### config.mk
export PLATFORM = sky130hd
export DESIGN_NAME = riff_bank_chunk_extractor_flat
export DESIGN_NICKNAME = d
export VERILOG_FILES = /design/src/rtl/core/rbce_pkg.sv /design/src/rtl/core/rbce_if.sv /design/src/rtl/core/rbce_parse.sv /design/src/rtl/core/riff_bank_chunk_extractor.sv /design/src/flat_wrapper.sv
export SDC_FILE = /design/constraint.sdc
export NUM_CORES = 1
export LEC_CHECK = 0
export BUFFER_PORTS_ARGS = -buffer_cell sky130_fd_sc_hd__buf_2
export CAP_MARGIN = 40
export CORE_MARGIN = 3
export CORE_UTILIZATION = 65
export CTS_CLUSTER_SIZE = 28
export DETAILED_ROUTE_END_ITERATION = 10
export GPL_TIMING_DRIVEN = 0
export PLACE_DENSITY = 0.84
export SYNTH_ARGS = -nofsm -noshare
export SYNTH_HDL_FRONTEND = slang
export SYNTH_SLANG_ARGS = --single-unit
export TNS_END_PERCENT = 1
### constraint.sdc
create_clock -name clk -period 15.2 [get_ports clk]
set_input_delay 0.76 -clock clk [delete_from_list [all_inputs] [get_ports clk]]
set_output_delay 0.76 -clock clk [all_outputs]
set_load 0.01 [all_outputs]
### src/rtl/core/rbce_pkg.sv
package rbce_pkg;

  // Field widths
  localparam int DATA_W   = 8;
  localparam int WORD_W   = 32;
  localparam int ADDR_W   = 19;
  localparam int STATUS_W = 3;
  localparam int COUNT_W  = 6;

  // Bank geometry
  localparam int MAX_BANKS  = 32;
  localparam int BANK_BYTES = 16384;
  localparam int BANK_W     = $clog2(MAX_BANKS);
  localparam int OFF_W      = $clog2(BANK_BYTES) + 1;
  localparam int BANK_NUM_W = 7;

  // Header sizes
  localparam int HDR_BYTES      = 8;
  localparam int FILE_HDR_BYTES = 12;

  // Tag characters
  localparam logic [DATA_W-1:0] CH_C = 8'h63;
  localparam logic [DATA_W-1:0] CH_B = 8'h62;
  localparam logic [DATA_W-1:0] CH_0 = 8'h30;
  localparam logic [DATA_W-1:0] CH_9 = 8'h39;

  typedef enum logic [2:0] {
    PH_FILEHDR = 3'd0,
    PH_CHDR    = 3'd1,
    PH_DATA    = 3'd2,
    PH_PAD     = 3'd3,
    PH_IGNORE  = 3'd4
  } phase_t;

  typedef enum logic [STATUS_W-1:0] {
    ST_PARSING   = 3'd0,
    ST_LOADED    = 3'd1,
    ST_TOO_SMALL = 3'd2,
    ST_BAD_SIG   = 3'd3,
    ST_NO_BANKS  = 3'd4
  } status_t;

  typedef struct packed {
    logic [DATA_W-1:0] data_byte;
    logic              last_byte;
  } rbce_item_t;

  typedef struct packed {
    logic               write_valid;
    logic [ADDR_W-1:0]  rom_address;
    logic [DATA_W-1:0]  rom_byte;
    status_t            status;
    logic [COUNT_W-1:0] bank_count;
    logic [WORD_W-1:0]  total_bytes;
  } rbce_result_t;

  // File header check: "RIFF" at 0..3, "AMS!" at 8..11, size field ignored
  function automatic logic sig_match(logic [3:0] idx, logic [DATA_W-1:0] d);
    logic ok;
    case (idx)
      4'd0:    ok = (d == 8'h52);
      4'd1:    ok = (d == 8'h49);
      4'd2:    ok = (d == 8'h46);
      4'd3:    ok = (d == 8'h46);
      4'd8:    ok = (d == 8'h41);
      4'd9:    ok = (d == 8'h4D);
      4'd10:   ok = (d == 8'h53);
      4'd11:   ok = (d == 8'h21);
      default: ok = 1'b1;
    endcase
    return ok;
  endfunction

endpackage

### src/rtl/core/rbce_if.sv
// Input byte channel
interface rbce_in_if import rbce_pkg::*; ();
  logic              valid;
  logic              ready;
  logic [DATA_W-1:0] data_byte;
  logic              last_byte;

  modport source (output valid, data_byte, last_byte, input ready);
  modport sink   (input valid, data_byte, last_byte, output ready);
endinterface

// Result channel
interface rbce_out_if import rbce_pkg::*; ();
  logic                valid;
  logic                ready;
  logic                write_valid;
  logic [ADDR_W-1:0]   rom_address;
  logic [DATA_W-1:0]   rom_byte;
  logic [STATUS_W-1:0] status;
  logic [COUNT_W-1:0]  bank_count;
  logic [WORD_W-1:0]   total_bytes;

  modport source (output valid, write_valid, rom_address, rom_byte, status, bank_count,
                  total_bytes, input ready);
  modport sink   (input valid, write_valid, rom_address, rom_byte, status, bank_count,
                  total_bytes, output ready);
endinterface

// File length register write channel
interface rbce_cfg_if import rbce_pkg::*; ();
  logic              valid;
  logic              ready;
  logic [WORD_W-1:0] file_length;

  modport source (output valid, file_length, input ready);
  modport sink   (input valid, file_length, output ready);
endinterface

### src/rtl/core/rbce_parse.sv
module rbce_parse import rbce_pkg::*; (
  input  logic              clk,
  input  logic              rst_n,
  input  logic              step,
  input  rbce_item_t        item,
  input  logic [WORD_W-1:0] file_length,
  output rbce_result_t      res
);

  logic [WORD_W-1:0]  byte_pos_r, byte_pos_nxt;
  phase_t             phase_r, phase_nxt;
  logic               sig_ok_r, sig_ok_nxt;
  logic [WORD_W-1:0]  tag_r, tag_nxt;
  logic [WORD_W-1:0]  len_r, len_nxt;
  logic [WORD_W-1:0]  remain_r, remain_nxt;
  logic               pad_r, pad_nxt;
  logic [BANK_W-1:0]  bank_r, bank_nxt;
  logic               copy_en_r, copy_en_nxt;
  logic [OFF_W-1:0]   offset_r, offset_nxt;
  logic [COUNT_W-1:0] banks_r, banks_nxt;
  logic [WORD_W-1:0]  loaded_r, loaded_nxt;

  logic [WORD_W-1:0]     pos_next;
  logic                  sig_ok_new;
  logic                  hdr_room;
  phase_t                hdr_phase;
  logic [2:0]            hdr_idx;
  logic [WORD_W-1:0]     tag_new, len_new;
  logic [DATA_W-1:0]     t0, t1, t2, t3;
  logic                  dig2, dig3, is_bank;
  logic [BANK_NUM_W-1:0] d2, d3, bank_val;
  logic                  fits, take;
  logic [WORD_W-1:0]     copy_len;
  logic [WORD_W-1:0]     remain_dec;
  logic                  finish, take_now;
  logic                  write_en;
  logic [COUNT_W-1:0]    banks_upd;
  logic [WORD_W-1:0]     loaded_upd;

  // Position saturates at all ones
  assign pos_next = (&byte_pos_r) ? byte_pos_r : byte_pos_r + WORD_W'(1);

  // Signature check over the file header bytes
  assign sig_ok_new = (phase_r == PH_FILEHDR && byte_pos_r < WORD_W'(FILE_HDR_BYTES) &&
                       !sig_match(byte_pos_r[3:0], item.data_byte)) ? 1'b0 : sig_ok_r;

  // Room for another chunk header
  assign hdr_room  = ({1'b0, pos_next} + (WORD_W+1)'(HDR_BYTES)) <= {1'b0, file_length};
  assign hdr_phase = hdr_room ? PH_CHDR : PH_IGNORE;

  // Header byte insertion: tag bytes 0..3, length bytes 4..7, little endian
  assign hdr_idx = 3'(4'(HDR_BYTES) - remain_r[3:0]);
  assign tag_new = hdr_idx[2] ? tag_r
                 : tag_r | (WORD_W'(item.data_byte) << {hdr_idx[1:0], 3'b000});
  assign len_new = hdr_idx[2] ? len_r | (WORD_W'(item.data_byte) << {hdr_idx[1:0], 3'b000})
                 : len_r;

  // Bank tag decode
  assign t0 = tag_new[7:0];
  assign t1 = tag_new[15:8];
  assign t2 = tag_new[23:16];
  assign t3 = tag_new[31:24];
  assign dig2 = (t2 >= CH_0) && (t2 <= CH_9);
  assign dig3 = (t3 >= CH_0) && (t3 <= CH_9);
  assign is_bank = (t0 == CH_C) && (t1 == CH_B) && dig2;
  assign d2 = BANK_NUM_W'(t2 - CH_0);
  assign d3 = BANK_NUM_W'(t3 - CH_0);
  assign bank_val = is_bank ? (dig3 ? BANK_NUM_W'(d2 * BANK_NUM_W'(10)) + d3 : d2)
                            : '0;

  // Chunk must fit inside the file
  assign fits = ({1'b0, pos_next} + {1'b0, len_new}) <= {1'b0, file_length};
  assign take = is_bank && (bank_val < BANK_NUM_W'(MAX_BANKS)) && fits;
  assign copy_len = (len_new > WORD_W'(BANK_BYTES)) ? WORD_W'(BANK_BYTES) : len_new;

  assign remain_dec = remain_r - WORD_W'(1);
  assign finish     = (phase_r == PH_CHDR) && (remain_dec == '0);
  assign take_now   = finish && take;

  // Running bank count and byte total
  assign banks_upd  = (take_now && bank_val >= BANK_NUM_W'(banks_r))
                    ? COUNT_W'(bank_val + BANK_NUM_W'(1)) : banks_r;
  assign loaded_upd = take_now ? loaded_r + copy_len : loaded_r;

  assign write_en = (phase_r == PH_DATA) && copy_en_r && (offset_r < OFF_W'(BANK_BYTES));

  // Next state
  always_comb begin
    byte_pos_nxt = pos_next;
    phase_nxt    = phase_r;
    sig_ok_nxt   = sig_ok_new;
    tag_nxt      = tag_r;
    len_nxt      = len_r;
    remain_nxt   = remain_r;
    pad_nxt      = pad_r;
    bank_nxt     = bank_r;
    copy_en_nxt  = copy_en_r;
    offset_nxt   = offset_r;
    banks_nxt    = banks_upd;
    loaded_nxt   = loaded_upd;

    case (phase_r)
      PH_FILEHDR: begin
        if (byte_pos_r >= WORD_W'(FILE_HDR_BYTES - 1)) begin
          if (file_length < WORD_W'(FILE_HDR_BYTES) || !sig_ok_new) begin
            phase_nxt = PH_IGNORE;
          end else begin
            phase_nxt  = hdr_phase;
            remain_nxt = WORD_W'(HDR_BYTES);
            tag_nxt    = '0;
            len_nxt    = '0;
          end
        end
      end
      PH_CHDR: begin
        tag_nxt    = tag_new;
        len_nxt    = len_new;
        remain_nxt = remain_dec;
        if (finish) begin
          copy_en_nxt = take;
          if (take) begin
            bank_nxt   = BANK_W'(bank_val);
            offset_nxt = '0;
          end
          pad_nxt    = len_new[0];
          remain_nxt = len_new;
          if (len_new == '0) begin
            // empty chunk: no pad, straight to the next header
            phase_nxt  = hdr_phase;
            remain_nxt = WORD_W'(HDR_BYTES);
            tag_nxt    = '0;
            len_nxt    = '0;
          end else begin
            phase_nxt = PH_DATA;
          end
        end
      end
      PH_DATA: begin
        if (write_en) begin
          offset_nxt = offset_r + OFF_W'(1);
        end
        remain_nxt = remain_dec;
        if (remain_dec == '0) begin
          if (pad_r) begin
            phase_nxt = PH_PAD;
          end else begin
            phase_nxt  = hdr_phase;
            remain_nxt = WORD_W'(HDR_BYTES);
            tag_nxt    = '0;
            len_nxt    = '0;
          end
        end
      end
      PH_PAD: begin
        phase_nxt  = hdr_phase;
        remain_nxt = WORD_W'(HDR_BYTES);
        tag_nxt    = '0;
        len_nxt    = '0;
      end
      default: begin
      end
    endcase

    // End of file: back to the start for the next file
    if (item.last_byte) begin
      byte_pos_nxt = '0;
      phase_nxt    = PH_FILEHDR;
      sig_ok_nxt   = 1'b1;
      tag_nxt      = '0;
      len_nxt      = '0;
      remain_nxt   = '0;
      pad_nxt      = 1'b0;
      bank_nxt     = '0;
      copy_en_nxt  = 1'b0;
      offset_nxt   = '0;
      banks_nxt    = '0;
      loaded_nxt   = '0;
    end
  end

  // Result for the current byte
  always_comb begin
    res.write_valid = write_en;
    res.rom_address = write_en ? ADDR_W'(ADDR_W'(bank_r) * ADDR_W'(BANK_BYTES))
                                 + ADDR_W'(offset_r) : '0;
    res.rom_byte    = write_en ? item.data_byte : '0;
    res.bank_count  = banks_upd;
    res.total_bytes = loaded_upd;
    res.status      = ST_PARSING;
    if (item.last_byte) begin
      if (byte_pos_r < WORD_W'(FILE_HDR_BYTES - 1) || file_length < WORD_W'(FILE_HDR_BYTES)) begin
        res.status = ST_TOO_SMALL;
      end else if (!sig_ok_new) begin
        res.status = ST_BAD_SIG;
      end else if (banks_upd == '0) begin
        res.status = ST_NO_BANKS;
      end else begin
        res.status = ST_LOADED;
      end
    end
  end

  // Parse state registers
  always_ff @(posedge clk) begin
    if (!rst_n) begin
      byte_pos_r <= '0;
      phase_r    <= PH_FILEHDR;
      sig_ok_r   <= 1'b1;
      tag_r      <= '0;
      len_r      <= '0;
      remain_r   <= '0;
      pad_r      <= 1'b0;
      bank_r     <= '0;
      copy_en_r  <= 1'b0;
      offset_r   <= '0;
      banks_r    <= '0;
      loaded_r   <= '0;
    end else if (step) begin
      byte_pos_r <= byte_pos_nxt;
      phase_r    <= phase_nxt;
      sig_ok_r   <= sig_ok_nxt;
      tag_r      <= tag_nxt;
      len_r      <= len_nxt;
      remain_r   <= remain_nxt;
      pad_r      <= pad_nxt;
      bank_r     <= bank_nxt;
      copy_en_r  <= copy_en_nxt;
      offset_r   <= offset_nxt;
      banks_r    <= banks_nxt;
      loaded_r   <= loaded_nxt;
    end
  end

  // Checks
  a_write_in_data: assert property (@(posedge clk) disable iff (!rst_n)
    res.write_valid |-> (phase_r == PH_DATA) && copy_en_r)
    else $error("rom write outside an accepted bank chunk");

  a_last_clears: assert property (@(posedge clk) disable iff (!rst_n)
    step && item.last_byte |=> (phase_r == PH_FILEHDR) && (byte_pos_r == '0) && (banks_r == '0))
    else $error("parse state not cleared after last byte");

  a_banks_max: assert property (@(posedge clk) disable iff (!rst_n)
    banks_r <= COUNT_W'(MAX_BANKS))
    else $error("bank count above bank limit");

  a_status_last: assert property (@(posedge clk) disable iff (!rst_n)
    (res.status != ST_PARSING) |-> item.last_byte)
    else $error("final status reported before last byte");

endmodule

### src/rtl/core/riff_bank_chunk_extractor.sv
// Channel  Dir  Handshake     Payload
// in_ch    in   valid/ready   data_byte[7:0], last_byte
// out_ch   out  valid/ready   write_valid, rom_address[18:0], rom_byte[7:0], status[2:0],
//                             bank_count[5:0], total_bytes[31:0]
// cfg_ch   in   valid/ready   file_length[31:0] (ready always high)
//
// One byte per cycle sustained while out_ch is ready; each byte passes from in_ch to out_ch
// through two registers (input register, then parse logic into the result register).
// A single parse stage of combinational logic lies between the two registers.
// Synchronous active-low reset returns the parse state to the file header phase and clears file_length to zero.
// A stalled result holds in the output register while one more byte waits in the
// input register; in_ch drops ready only when both are full.
module riff_bank_chunk_extractor import rbce_pkg::*; (
  input  logic       clk,
  input  logic       rst_n,
  rbce_in_if.sink    in_ch,
  rbce_out_if.source out_ch,
  rbce_cfg_if.sink   cfg_ch
);

  logic              s1_valid_r, s1_valid_nxt;
  rbce_item_t        s1_item_r;
  logic              out_valid_r, out_valid_nxt;
  rbce_result_t      out_res_r;
  logic [WORD_W-1:0] file_length_r;

  logic         in_fire;
  logic         out_free;
  logic         step;
  rbce_result_t res;

  // Pipeline flow control
  assign out_free     = !out_valid_r || out_ch.ready;
  assign step         = s1_valid_r && out_free;
  assign in_ch.ready  = !s1_valid_r || out_free;
  assign in_fire      = in_ch.valid && in_ch.ready;
  assign cfg_ch.ready = 1'b1;

  assign s1_valid_nxt  = in_fire ? 1'b1 : (step ? 1'b0 : s1_valid_r);
  assign out_valid_nxt = step ? 1'b1 : (out_ch.ready ? 1'b0 : out_valid_r);

  rbce_parse u_parse (
    .clk         (clk),
    .rst_n       (rst_n),
    .step        (step),
    .item        (s1_item_r),
    .file_length (file_length_r),
    .res         (res)
  );

  // Control registers
  always_ff @(posedge clk) begin
    if (!rst_n) begin
      s1_valid_r    <= 1'b0;
      out_valid_r   <= 1'b0;
      file_length_r <= '0;
    end else begin
      s1_valid_r  <= s1_valid_nxt;
      out_valid_r <= out_valid_nxt;
      if (cfg_ch.valid) begin
        file_length_r <= cfg_ch.file_length;
      end
    end
  end

  // Payload registers
  always_ff @(posedge clk) begin
    if (in_fire) begin
      s1_item_r.data_byte <= in_ch.data_byte;
      s1_item_r.last_byte <= in_ch.last_byte;
    end
    if (step) begin
      out_res_r <= res;
    end
  end

  assign out_ch.valid       = out_valid_r;
  assign out_ch.write_valid = out_res_r.write_valid;
  assign out_ch.rom_address = out_res_r.rom_address;
  assign out_ch.rom_byte    = out_res_r.rom_byte;
  assign out_ch.status      = out_res_r.status;
  assign out_ch.bank_count  = out_res_r.bank_count;
  assign out_ch.total_bytes = out_res_r.total_bytes;

  // Checks
  a_step_fills_out: assert property (@(posedge clk) disable iff (!rst_n)
    step |=> out_valid_r)
    else $error("parsed byte lost before result register");

  a_s1_holds: assert property (@(posedge clk) disable iff (!rst_n)
    s1_valid_r && !out_free |=> s1_valid_r && $stable(s1_item_r))
    else $error("input register changed while parse stage stalled");

  a_no_overrun: assert property (@(posedge clk) disable iff (!rst_n)
    s1_valid_r && !out_free |-> !in_fire)
    else $error("byte accepted into a full input register");

endmodule

### src/flat_wrapper.sv
// flat-port wrapper written by rule: the top's interface ports become plain ports
module riff_bank_chunk_extractor_flat import rbce_pkg::*;
  (clk, rst_n, in_ch_valid, in_ch_data_byte, in_ch_last_byte, in_ch_ready, out_ch_valid, out_ch_write_valid, out_ch_rom_address, out_ch_rom_byte, out_ch_status, out_ch_bank_count, out_ch_total_bytes, out_ch_ready, cfg_ch_valid, cfg_ch_file_length, cfg_ch_ready);
  rbce_in_if in_ch_i ();
  rbce_out_if out_ch_i ();
  rbce_cfg_if cfg_ch_i ();
  input  logic clk;
  input  logic rst_n;
  input wire logic [$bits(in_ch_i.valid)-1:0] in_ch_valid;
  input wire logic [$bits(in_ch_i.data_byte)-1:0] in_ch_data_byte;
  input wire logic [$bits(in_ch_i.last_byte)-1:0] in_ch_last_byte;
  output wire logic [$bits(in_ch_i.ready)-1:0] in_ch_ready;
  output wire logic [$bits(out_ch_i.valid)-1:0] out_ch_valid;
  output wire logic [$bits(out_ch_i.write_valid)-1:0] out_ch_write_valid;
  output wire logic [$bits(out_ch_i.rom_address)-1:0] out_ch_rom_address;
  output wire logic [$bits(out_ch_i.rom_byte)-1:0] out_ch_rom_byte;
  output wire logic [$bits(out_ch_i.status)-1:0] out_ch_status;
  output wire logic [$bits(out_ch_i.bank_count)-1:0] out_ch_bank_count;
  output wire logic [$bits(out_ch_i.total_bytes)-1:0] out_ch_total_bytes;
  input wire logic [$bits(out_ch_i.ready)-1:0] out_ch_ready;
  input wire logic [$bits(cfg_ch_i.valid)-1:0] cfg_ch_valid;
  input wire logic [$bits(cfg_ch_i.file_length)-1:0] cfg_ch_file_length;
  output wire logic [$bits(cfg_ch_i.ready)-1:0] cfg_ch_ready;
  assign in_ch_i.valid = in_ch_valid;
  assign in_ch_i.data_byte = in_ch_data_byte;
  assign in_ch_i.last_byte = in_ch_last_byte;
  assign in_ch_ready = in_ch_i.ready;
  assign out_ch_valid = out_ch_i.valid;
  assign out_ch_write_valid = out_ch_i.write_valid;
  assign out_ch_rom_address = out_ch_i.rom_address;
  assign out_ch_rom_byte = out_ch_i.rom_byte;
  assign out_ch_status = out_ch_i.status;
  assign out_ch_bank_count = out_ch_i.bank_count;
  assign out_ch_total_bytes = out_ch_i.total_bytes;
  assign out_ch_i.ready = out_ch_ready;
  assign cfg_ch_i.valid = cfg_ch_valid;
  assign cfg_ch_i.file_length = cfg_ch_file_length;
  assign cfg_ch_ready = cfg_ch_i.ready;
  riff_bank_chunk_extractor u_core (.clk(clk), .rst_n(rst_n), .in_ch(in_ch_i), .out_ch(out_ch_i), .cfg_ch(cfg_ch_i));
endmodule
After elaboration in Yosys (flattened, before gate mapping). Index checks and enable logic that the tools add are counted. Widths: inputs -> output; s select.

Multiplexer cells: 65. $lt $le $gt $ge: 14. Equality and inequality tests: 26. Bitwise operators: 4. $mul: 1. Reduce and logical (&&, ||, !) cells: 45. Shift-type cells: 1. Add/subtract/negate cells: 12.

Operator list (number): $mux 32 (24); $pmux 32 s4 (3); $lt 32x4->1 const B (3); $le 33x32->1 (2); $eq 8x7->1 const B (8); $logic_not 32->1 (2); $or 32x32->32 (2); $mux 15 (4); $add 32x32->33 (1); $add 32x4->33 const B (1); $add 32x1->32 const B (1); $add 32x32->32 (1); $ge 32x4->1 const B (1); $gt 32x15->1 const B (1); $reduce_and 32->1 (1); $shl 8x5->32 (1); $sub 32x1->32 const B (1); $pmux 15 s2 (1); $mux 3 (9); $mux 5 (4); $add 19x15->19 (1); $ne 3x2->1 const B (6); $eq 4x4->1 const B (4); $ge 8x6->1 const B (2); other kinds (38) (84).

Output and inout bits: 72. Bits of input ports: 46. Flip-flop bits (word level): 304. Logic and storage cells: 193.

Depth between registers and ports, before layout. Gate-level depths: netlist (run 1).

Word-level depth: 19. Mapped depth: 33. Gate-level depth less buffers: 28.

By module. A second synthesis (run 1) with hierarchy kept.

Cell total of the unflattened synthesis: 2512. Area, all modules: 20509.7 µm².

By module, submodules not included: rbce_parse (area an instance 16828.6 µm², sequential area each 3843.7 µm², instances 1, cells each 2320); riff_bank_chunk_extractor (area an instance 3681.0 µm², sequential area each 3022.9 µm², instances 1, cells each 192).

Least setup slack after synthesis (run 1). No wires, ideal clock.

Path kind: flip-flop to flip-flop. From: register u_core.u_parse.byte_pos_r[1]. To: register u_core.u_parse.loaded_r[7]. Library setup time: 117 ps. Arrival: 7205 ps. Clock period less this slack: 7322 ps. Cell stages (with the launch flop): 32. Required time: 15083 ps. Buffers on the path: 4. Path slack: 7878 ps. Path through: dfxtp_1 -> ha_1 -> clkbuf_1 -> and4_1 -> clkbuf_1 -> nand4_1 -> nor3_1 -> clkbuf_1 -> nor2_1 -> and3_1 -> xnor2_1 -> inv_1 -> ha_1 -> a211o_1 -> a211o_1 -> o211a_1 -> o221a_2 -> or2_0 -> and2_1 -> a21boi_0 -> xnor2_1 -> ha_1 -> a21oi_1 -> o21ai_0 -> a22o_1 -> o31ai_1 -> a211oi_1 -> nand4b_1 -> a311oi_2 -> buf_2 -> mux2_2 -> a22o_1.

RTL lines: from (decl) (RTL line rbce_parse.sv:10) `logic [WORD_W-1:0] byte_pos_r, byte_pos_nxt;`; from (signal assigned) (RTL line rbce_parse.sv:219) `byte_pos_r <= byte_pos_nxt;`; to (signal assigned) (RTL line rbce_parse.sv:230) `loaded_r <= loaded_nxt;`; to (decl) (RTL line rbce_parse.sv:21) `logic [WORD_W-1:0] loaded_r, loaded_nxt;`.

Worst setup path in the final report (run 1).
From: register u_core.u_parse.remain_r[0]. To: register u_core.u_parse.offset_r[11].

Longest elaborated chain between the ends: 14. Elaborated cells between the ends (all ways): 33. Classes of those cells: add/sub: 6; mul: 1; order compare: 6; eq/ne: 4; shift: 1; mux: 4; bitwise: 2; reduce/logical: 9.

RTL lines: from (decl) (RTL line rbce_parse.sv:15) `logic [WORD_W-1:0] remain_r, remain_nxt;`; from (signal assigned) (RTL line rbce_parse.sv:224) `remain_r <= remain_nxt;`; $sub 1x3->3 (RTL line rbce_parse.sv:52) `assign hdr_idx = 3'(4'(HDR_BYTES) - remain_r[3:0]);`; $shl 8x5->32 (RTL line rbce_parse.sv:54, rbce_parse.sv:55); $or 32x32->32 (RTL line rbce_parse.sv:54) `: tag_r | (WORD_W'(item.data_byte) << {hdr_idx[1:0], 3'b000});`; $mux 32 (RTL line rbce_parse.sv:53) `assign tag_new = hdr_idx[2] ? tag_r`; $sub 7x6->7 (RTL line rbce_parse.sv:66) `assign d2 = BANK_NUM_W'(t2 - CH_0);`; $mul 7x3->6 (RTL line rbce_parse.sv:68) `assign bank_val = is_bank ? (dig3 ? BANK_NUM_W'(d2 * BANK_NUM_W'(10)) + d3 : d2)`; $add 7x7->7 (RTL line rbce_parse.sv:68); $mux 7 (2 in series) (RTL line rbce_parse.sv:68); $lt 7x6->1 (RTL line rbce_parse.sv:73) `assign take = is_bank && (bank_val < BANK_NUM_W'(MAX_BANKS)) && fits;`; $logic_and 1x1->1 (2 in series) (RTL line rbce_parse.sv:73); $ne 3x2->1 (no source line); $reduce_and 5->1 (no source line) (*); to (signal assigned) (RTL line rbce_parse.sv:228) `offset_r <= offset_nxt;`; to (decl) (RTL line rbce_parse.sv:19) `logic [OFF_W-1:0] offset_r, offset_nxt;`.

Every way passes the cells marked *; elsewhere a longest branch is shown, timed or not. A chain may end at the register's enable or synchronous reset.

==> results of run 1 <==
worst min path at each step:
stage | start | endpoint | slack, ns
after CTS | in_ch_data_byte[6] | u_core.s1_item_r[7] | 0.40
after global routing | in_ch_data_byte[3] | u_core.s1_item_r[4] | 0.41
after detailed placement | u_core.u_parse.len_r[2] | u_core.u_parse.len_r[2] | 0.44
after floorplan | u_core.u_parse.len_r[26] | u_core.u_parse.len_r[26] | 0.43
after global placement | u_core.u_parse.len_r[6] | u_core.u_parse.len_r[6] | 0.44
final | in_ch_data_byte[6] | u_core.s1_item_r[7] | 0.41
per-layer routing:
layer	track usage	vias to the layer above
met5	0.00824	-
met3	0.123	426
met4	0.227	2
met1	0.529	10747
li1	-	10143
met2	0.662	1677
registers in the layout, summed over array words and instances, names as in the netlist, 8 cells and up:
| register | count |
|---|---|
| u_core.u_parse.remain_r | 32 |
| u_core.file_length_r | 32 |
| u_core.s1_item_r | 9 |
| u_core.out_ch.rom_address | 19 |
| u_core.out_ch.rom_byte | 8 |
| u_core.u_parse.tag_r | 32 |
| u_core.u_parse.offset_r | 15 |
| u_core.u_parse.byte_pos_r | 32 |
| u_core.u_parse.loaded_r | 32 |
| u_core.out_ch.total_bytes | 32 |
| u_core.u_parse.len_r | 32 |
kinds of logic after synthesis:
logic type,Yosys count,synth area share
and+or+nand+nor,983,0.231
AOI/OAI and AO/OA,712,0.220
DFF,304,0.319
buffers and inverters,282,0.0509
adders and majority gates,162,0.0956
xor gates and xnor gates,125,0.0509
muxes,64,0.0312
other,2,0.000349
layout by cell type, fill, tap and decap left out, types with 29 or more instances in the layout:
cell type / instances
sky130_fd_sc_hd__a21o_1: 61
sky130_fd_sc_hd__a21oi_1: 180
sky130_fd_sc_hd__a22o_1: 35
sky130_fd_sc_hd__a22oi_1: 29
sky130_fd_sc_hd__a31oi_1: 76
sky130_fd_sc_hd__and3_1: 50
sky130_fd_sc_hd__buf_2: 140
sky130_fd_sc_hd__clkbuf_1: 131
sky130_fd_sc_hd__clkbuf_16: 34
sky130_fd_sc_hd__dfxtp_1: 226
sky130_fd_sc_hd__edfxtp_1: 78
sky130_fd_sc_hd__ha_1: 157
sky130_fd_sc_hd__inv_1: 131
sky130_fd_sc_hd__mux2i_1: 40
sky130_fd_sc_hd__nand2_1: 212
sky130_fd_sc_hd__nand3_1: 134
sky130_fd_sc_hd__nand4_1: 60
sky130_fd_sc_hd__nor2_1: 238
sky130_fd_sc_hd__nor3_1: 67
sky130_fd_sc_hd__nor4_1: 44
sky130_fd_sc_hd__o21ai_0: 122
sky130_fd_sc_hd__xnor2_1: 78
sky130_fd_sc_hd__xor2_1: 47
per-stage QoR:
| stage | setup slack (ns) | util | instances | hold slack (ns) |
|---|---|---|---|---|
| after global placement | 5.30 | 0.708 | 3199 | 0.439 |
| after floorplan | 7.88 | - | 2649 | 0.431 |
| after detailed placement | 5.41 | 0.713 | 3220 | 0.445 |
| after global routing | 4.60 | 0.747 | 3284 | 0.411 |
| after CTS | 5.35 | 0.747 | 3282 | 0.403 |
| final | 4.87 | 0.747 | 3284 | 0.406 |
power by group:
| part | internal (uW) | switching (uW) |
|---|---|---|
| registers | 845 | 10.8 |
| clock network | 467 | 369 |
| logic | 42.8 | 100 |
worst reg2reg max path: cells and delay by family, from the launching register on:
family          cells  cell delay [ns]
compound gates     12             4.40
buf+inv             8             3.04
simple gates        6             1.14
fa+ha+maj           3             0.94
xor+xnor            2             0.37
flops               1             0.33
cell type report:
class,instances,area [sq um],area share
Sequential cell,304,6870,0.287
Tap cell,435,544,0.0227
Inverter,133,499,0.0209
Timing Repair Buffer,138,744,0.0311
Buffer,149,599,0.0250
Multi-Input combinational cell,2063,13600,0.568
Clock inverter,18,173,0.00721
Clock buffer,44,918,0.0384
==> parameters.txt, run 1 <==
Parameter                              Value

Timing
  Final clock skew ... 0.0268 ns
  Final-report hold violation count ... 0
  RSZ-0062 raised after global routing ... false
  Maximum frequency from static timing analysis ... 0.0968 GHz
  Slew at the pin closest to its max-slew limit ... 1.07 ns
  Number of max-slew violations in the final report ... 0
  Relative slew slack ... 0.289
  Accumulated negative setup slack ... 0 ns
  Post-route minimum period ... 10.33 ns
  Setup-violating endpoint count in the final report ... 0
  Fraction of the cycle the final worst path needs ... 0.680

Floorplan
  X dimension of the die ... 188 microns
  Starting Density ... 0.671
  Core box area ... 32000 sq um
  Overall die area ... 35300 sq um
  I/O pin count ... 118
  Height of the chip ... 188 microns
  Cell Rows ... 65

Worst setup path
  Buffers & Inverters on Critical Path ... 8
  Critical path endpoint category ... flip-flop
  WP data arrival ... 10.75 ns
  CP max stage cell ... sky130_fd_sc_hd__a211oi_1
  Data required, critical path ... 15.62 ns
  Slack of the worst reg-to-reg path ... 4.87 ns
  Setup Crit Path Kind ... flip-flop to flip-flop
  Critical path peak fanout ... 10
  Startpoint of the most critical setup path ... u_core.u_parse.remain_r[0]
  Reg2reg path depth ... 31
  Worst path max stage delay ... 0.77 ns
  Number of cells on the critical path ... 31
  Gate family responsible for the most delay along the worst path ... compound AO/OA/AOI/OAI gates
  Worst setup endpoint ... u_core.u_parse.offset_r[11]
  Reg-to-reg critical path endpoint ... u_core.u_parse.offset_r[11]
  Worst reg2reg path startpoint ... u_core.u_parse.remain_r[0]
  Setup crit start kind ... flip-flop

Global route
  Total global-route track usage ... 0.423
  Via count of the first global-routing pass ... 21942
  Number of antenna violations at the first check in global routing ... 2
  Maximum number of pins on one net before global-route repair ... 71
  Global-route wire length before repair ... 120000 microns
  Residual overflow from global routing ... 0

Pwr
  Cell leakage power ... 0.0101 uW
  Power Density ... 76.6 nW/um^2
  Tot Pwr ... 1830 uW
  Worst-case vdd ir drop ... 0.0931 mV

Finish
  Number of fill cells ... 2457
  Final net count ... 3030
  Post-synthesis to final-layout area growth ... 11.4%
  Area of all placed cells without fillers ... 23900 sq um
  Ratio of cells with drive above 1 in the final layout ... 0.0948
  Number of antenna repair diodes ... 0

CTS
  Number of H-tree levels ... 2
  Number of hold buffers added after cts ... 0
  Number of gates given a new drive strength after cts ... 0
  Post-CTS setup buffer count ... 0
  Buffer depth of the longest clock path ... 3
  Clk pin slew, worst setup/hold paths ... 0.06 ns
  Total CTS buffers ... 34
  Number of clock sinks ... 304
  Buffer type at the clock tree root ... sky130_fd_sc_hd__clkbuf_16
  Clock insertion delay at the later pin of the skew report ... 0.55 ns
  TritonCTS clock tree ... built

Logic synthesis
  Primary flip-flop cell chosen by synthesis mapping ... sky130_fd_sc_hd__dfxtp_1
  Fraction of synthesized cell area taken by the top area cell type ... 0.210
  Count of unique library cells instantiated by Yosys ... 96
  Cell type contributing the most total cell area after synthesis ... sky130_fd_sc_hd__dfxtp_1
  Synth top cells by count ... 238 x sky130_fd_sc_hd__nor2_1, 226 x sky130_fd_sc_hd__dfxtp_1, 212 x sky130_fd_sc_hd__nand2_1, 180 x sky130_fd_sc_hd__a21oi_1, 157 x sky130_fd_sc_hd__ha_1
  Top-count cell post-synth ... sky130_fd_sc_hd__nor2_1
  Number of cells produced by synthesis ... 2634
  Post-synth EDFFs ... 78
  Flip-flop and latch count after synthesis ... 304
  Synthesized area divided by synthesized cell count ... 8.16 sq um
  Synthesized area ... 21500 sq um
  Async set or reset register ratio after synthesis ... 0
  Synth warnings ... 0
  Top post-synthesis cells by area ... sky130_fd_sc_hd__dfxtp_1 21%, sky130_fd_sc_hd__edfxtp_1 11%, sky130_fd_sc_hd__ha_1 9.1%
  Sequential element share of the synthesized area ... 0.319

Routing
  Overall routed net length ... 78000 microns
  DRC ... 0
  Number of vias per cell after detailed routing ... 7.00
  Total vias in the final route ... 22995
  Length of routed met3 wiring ... 10200 microns
  Max Used Layer ... met5
  Amount of wire on met2 after detailed routing ... 33900 microns
  Average wire per standard cell ... 23.8 microns
  WL met1 ... 28900 microns
  Router iterations before antenna repair ... 8
  Initial detailed-routing violation count ... 2971
  Final ANT Viol Nets ... 0

Place
  Placer Congestion ... 1.03
  Final HPWL DP ... 59300 microns
  Instance area at placement ... 22800 sq um
  PortBufs ... 115

Job
  Maximum Capacitance Violations ... 0

Hold path
  Worst hold-check path type ... primary input to flip-flop
  Min-Delay Path Depth ... 1

Status
  Outcome ... completed
(Power assumes the default switching activity.)
==> inputs of run 2 (changes only) <==
Settings changed: CORE_UTILIZATION 65 to 57, PLACE_DENSITY 0.84 to 0.78.
Clock period 15.2 ns to 9.4 ns, I/O delays scaled along.
==> run 2 against run 1 <==
Fmax up 15%. Non-clock buffer count increased by 6. Worst hold slack got worse by 0.33 ns. Register-to-register slack worse by 4.5 ns. Routed wire length down 1.5%. Die area increased by 14%. Clock skew decreased by 0.0038 ns. Flip-flop and latch count unchanged.
==> parameters.txt, run 2 (same netlist as run 1, synthesis figures left out) <==
Parameter                              Value

Status
  Outcome ... completed

CTS
  Total CTS buffers ... 37 (+8.8%)
  Number of hold buffers added after cts ... 0 (unchanged)
  Buffer depth of the longest clock path ... 3 (unchanged)
  Buffer type at the clock tree root ... sky130_fd_sc_hd__clkbuf_16
  TritonCTS clock tree ... built
  Number of H-tree levels ... 2 (unchanged)
  Clk pin slew, worst setup/hold paths ... 0.06 ns (about the same)
  Clock insertion delay at the later pin of the skew report ... 0.57 ns (+0.02 ns)
  Number of clock sinks ... 304 (unchanged)

Pwr
  Cell leakage power ... 0.0103 uW (+1.5%)
  Power Density ... 128 nW/um^2 (+67%)
  Worst-case vdd ir drop ... 0.130 mV (+40%)
  Portion of total power attributed to the clock network ... 0.481 (+0.025)
  Register share of total power ... 0.445 (-0.021)
  Switching Fraction ... 0.254 (-0.00761)
  P_sw ... 791 uW (+65%)
  Tot Pwr ... 3110 uW (+70%)
  Combinational fraction of design power ... 0.074 (-0.004)
  Internal Pwr Total ... 2320 uW (+71%)

Place
  Post-placement worst setup slack ... -0.343 ns (-5.75 ns)
  Post-placement cell count ... 3294 (+2.3%)
  Final HPWL DP ... 59200 microns (-0.17%)
  PortBufs ... 115 (unchanged)
  Placer Congestion ... 1.02 (-0.53%)

Routing
  Router iterations before antenna repair ... 8 (unchanged)
  Overall routed net length ... 76800 microns (-1.5%)
  Total vias in the final route ... 22136 (-3.7%)
  Average wire per standard cell ... 22.8 microns (-3.9%)
  Final ANT Viol Nets ... 0 (unchanged)
  DRC ... 0 (unchanged)
  Initial detailed-routing violation count ... 2796 (-5.9%)
  Number of vias per cell after detailed routing ... 6.58 (-6.1%)

Finish
  Layout Utilization ... 0.659 (-0.0881)
  Number of fill cells ... 3145 (+28%)
  Most common cell after layout, fill and taps aside ... sky130_fd_sc_hd__nor2_1
  Final instance count without filler cells ... 3365 (+2.5%)
  Post-synthesis to final-layout area growth ... 13.1%
  Ratio of cells with drive above 1 in the final layout ... 0.101 (+0.00593)
  Final net count ... 3039 (+0.30%)
  Commonest non-fill, non-tap cells in the layout ... 238 x sky130_fd_sc_hd__nor2_1, 226 x sky130_fd_sc_hd__dfxtp_1, 212 x sky130_fd_sc_hd__nand2_1

Timing
  Slew at the pin closest to its max-slew limit ... 1.05 ns (-0.0216 ns)
  Maximum frequency from static timing analysis ... 0.111 GHz (+15%)
  Worst setup margin ... 0.409 ns (-4.46 ns)
  Post-route minimum period ... 8.99 ns (-1.34 ns)
  Relative slew slack ... 0.298 (+0.00939)
  Final clock skew ... 0.0231 ns (-0.00379 ns)
  Setup-violating endpoint count in the final report ... 0 (unchanged)
  Fraction of the cycle the final worst path needs ... 0.956 (+0.277)
  RSZ-0062 raised after global routing ... true
  Final-report hold violation count ... 0 (unchanged)
  Number of max-slew violations in the final report ... 0 (unchanged)

Global route
  Number of antenna violations at the first check in global routing ... 3 (+1)
  Residual overflow from global routing ... 0 (unchanged)
  Total global-route track usage ... 0.366 (-0.0574)
  Global-route wire length before repair ... 117000 microns (-2.1%)
  Maximum number of pins on one net before global-route repair ... 59 (-17%)
  Via count of the first global-routing pass ... 20610 (-6.1%)

Worst setup path
  Worst path most repeated cell ... sky130_fd_sc_hd__o21ai_0
  Data required, critical path ... 9.77 ns (-5.85 ns)
  Critical path peak fanout ... 10 (unchanged)
  CP max stage cell ... sky130_fd_sc_hd__a211oi_2
  Critical path endpoint category ... flip-flop
  Setup Crit Path Kind ... flip-flop to flip-flop
  Setup crit start kind ... flip-flop
  WP data arrival ... 9.36 ns (-1.39 ns)
  Worst path max stage delay ... 0.51 ns (-0.26 ns)

Hold path
  Worst hold-check path type ... primary input to flip-flop

Floorplan
  Core box area ... 36900 sq um (+15%)
  Cell Rows ... 70 (+7.7%)
  Starting Density ... 0.583 (-0.0879)
  Height of the chip ... 200 microns (+6.6%)
  I/O pin count ... 118 (unchanged)
  X dimension of the die ... 200 microns (+6.6%)
  Overall die area ... 40100 sq um (+14%)

Job
  Maximum Capacitance Violations ... 0 (unchanged)
run 2: cell count changes in the layout (fill, tap and decap cells not counted), moves of 2 or more:
cell / change
sky130_fd_sc_hd__clkbuf_1: -7
sky130_fd_sc_hd__buf_4: +2
sky130_fd_sc_hd__a211oi_2: +2
sky130_fd_sc_hd__a211oi_1: -2
sky130_fd_sc_hd__bufinv_16: +3
sky130_fd_sc_hd__buf_8: +3
sky130_fd_sc_hd__clkinv_1: +3
sky130_fd_sc_hd__clkbuf_2: +3
sky130_fd_sc_hd__clkbuf_16: +3
run 2: per-stage QoR:
stage          hold WS, ns  setup TNS [ns]  instance area [sq um]
2_1_floorplan        0.431               0                  21600
5_1_grt             0.0698         -0.0112                  24300
3_5_place_dp         0.443           -7.76                  23000
6_report            0.0733               0                  24300
3_3_place_gp         0.439          -16.01                  22800
4_1_cts             0.0582               0                  24200
run 2: final cells by class:
cell class                 instances  area (sq um)  share of cell area
multi-input combinational       2063         13600               0.561
sequential                       304          6870               0.283
clock buffer                      43           968              0.0399
timing repair buffer             145           826              0.0340
tap                              504           631              0.0259
buffer                           148           599              0.0247
inverter                         133           500              0.0206
clock inverter                    24           279              0.0115
antenna                            1          2.50            0.000103
run 2: final timing paths:
path	end	slack (ns)	from	cells after the start
min reg2reg	u_core.u_parse.len_r[7]	0.45	u_core.u_parse.len_r[7]	2
min	u_core.s1_item_r[8]	0.07	in_ch_data_byte[7]	1
max reg2reg	u_core.out_ch.total_bytes[14]	0.41	u_core.u_parse.byte_pos_r[1]	34
max	u_core.out_ch.total_bytes[14]	0.41	u_core.u_parse.byte_pos_r[1]	34
run 2: worst max-delay path: cells and delay by family, from the launching register on:
family / cells / cell delay [ns]
and+or+nand+nor: 9 / 1.84
DFF: 1 / 0.45
buffers and inverters: 8 / 2.11
adders and majority gates: 3 / 0.85
AOI/OAI and AO/OA: 12 / 3.13
xor gates and xnor gates: 2 / 0.41
run 2: power groups by stage:
stage	sequential (uW)	clock (uW)	combinational (uW)
2_1_floorplan	1410	0	124
3_3_place_gp	1410	0	213
3_5_place_dp	1410	0	223
4_1_cts	1380	1500	225
5_1_grt	1390	1550	247
6_report	1380	1500	232
run 2: layer usage:
| layer | wire [microns] | track usage | up-vias |
|---|---|---|---|
| met1 | 30900 | 0.487 | 10524 |
| met2 | 34300 | 0.592 | 1252 |
| met3 | 8490 | 0.0687 | 199 |
| met5 | 0 | 0 | - |
| li1 | - | - | 10161 |
| met4 | 3070 | 0.141 | 0 |
run 2: what timing repair did:
action,in CTS,in global routing
buffers inserted,0,2
pin swaps,0,2
gates resized for setup,4,9
endpoints found under the hold margin,0,0
endpoints found under the setup margin,81,99
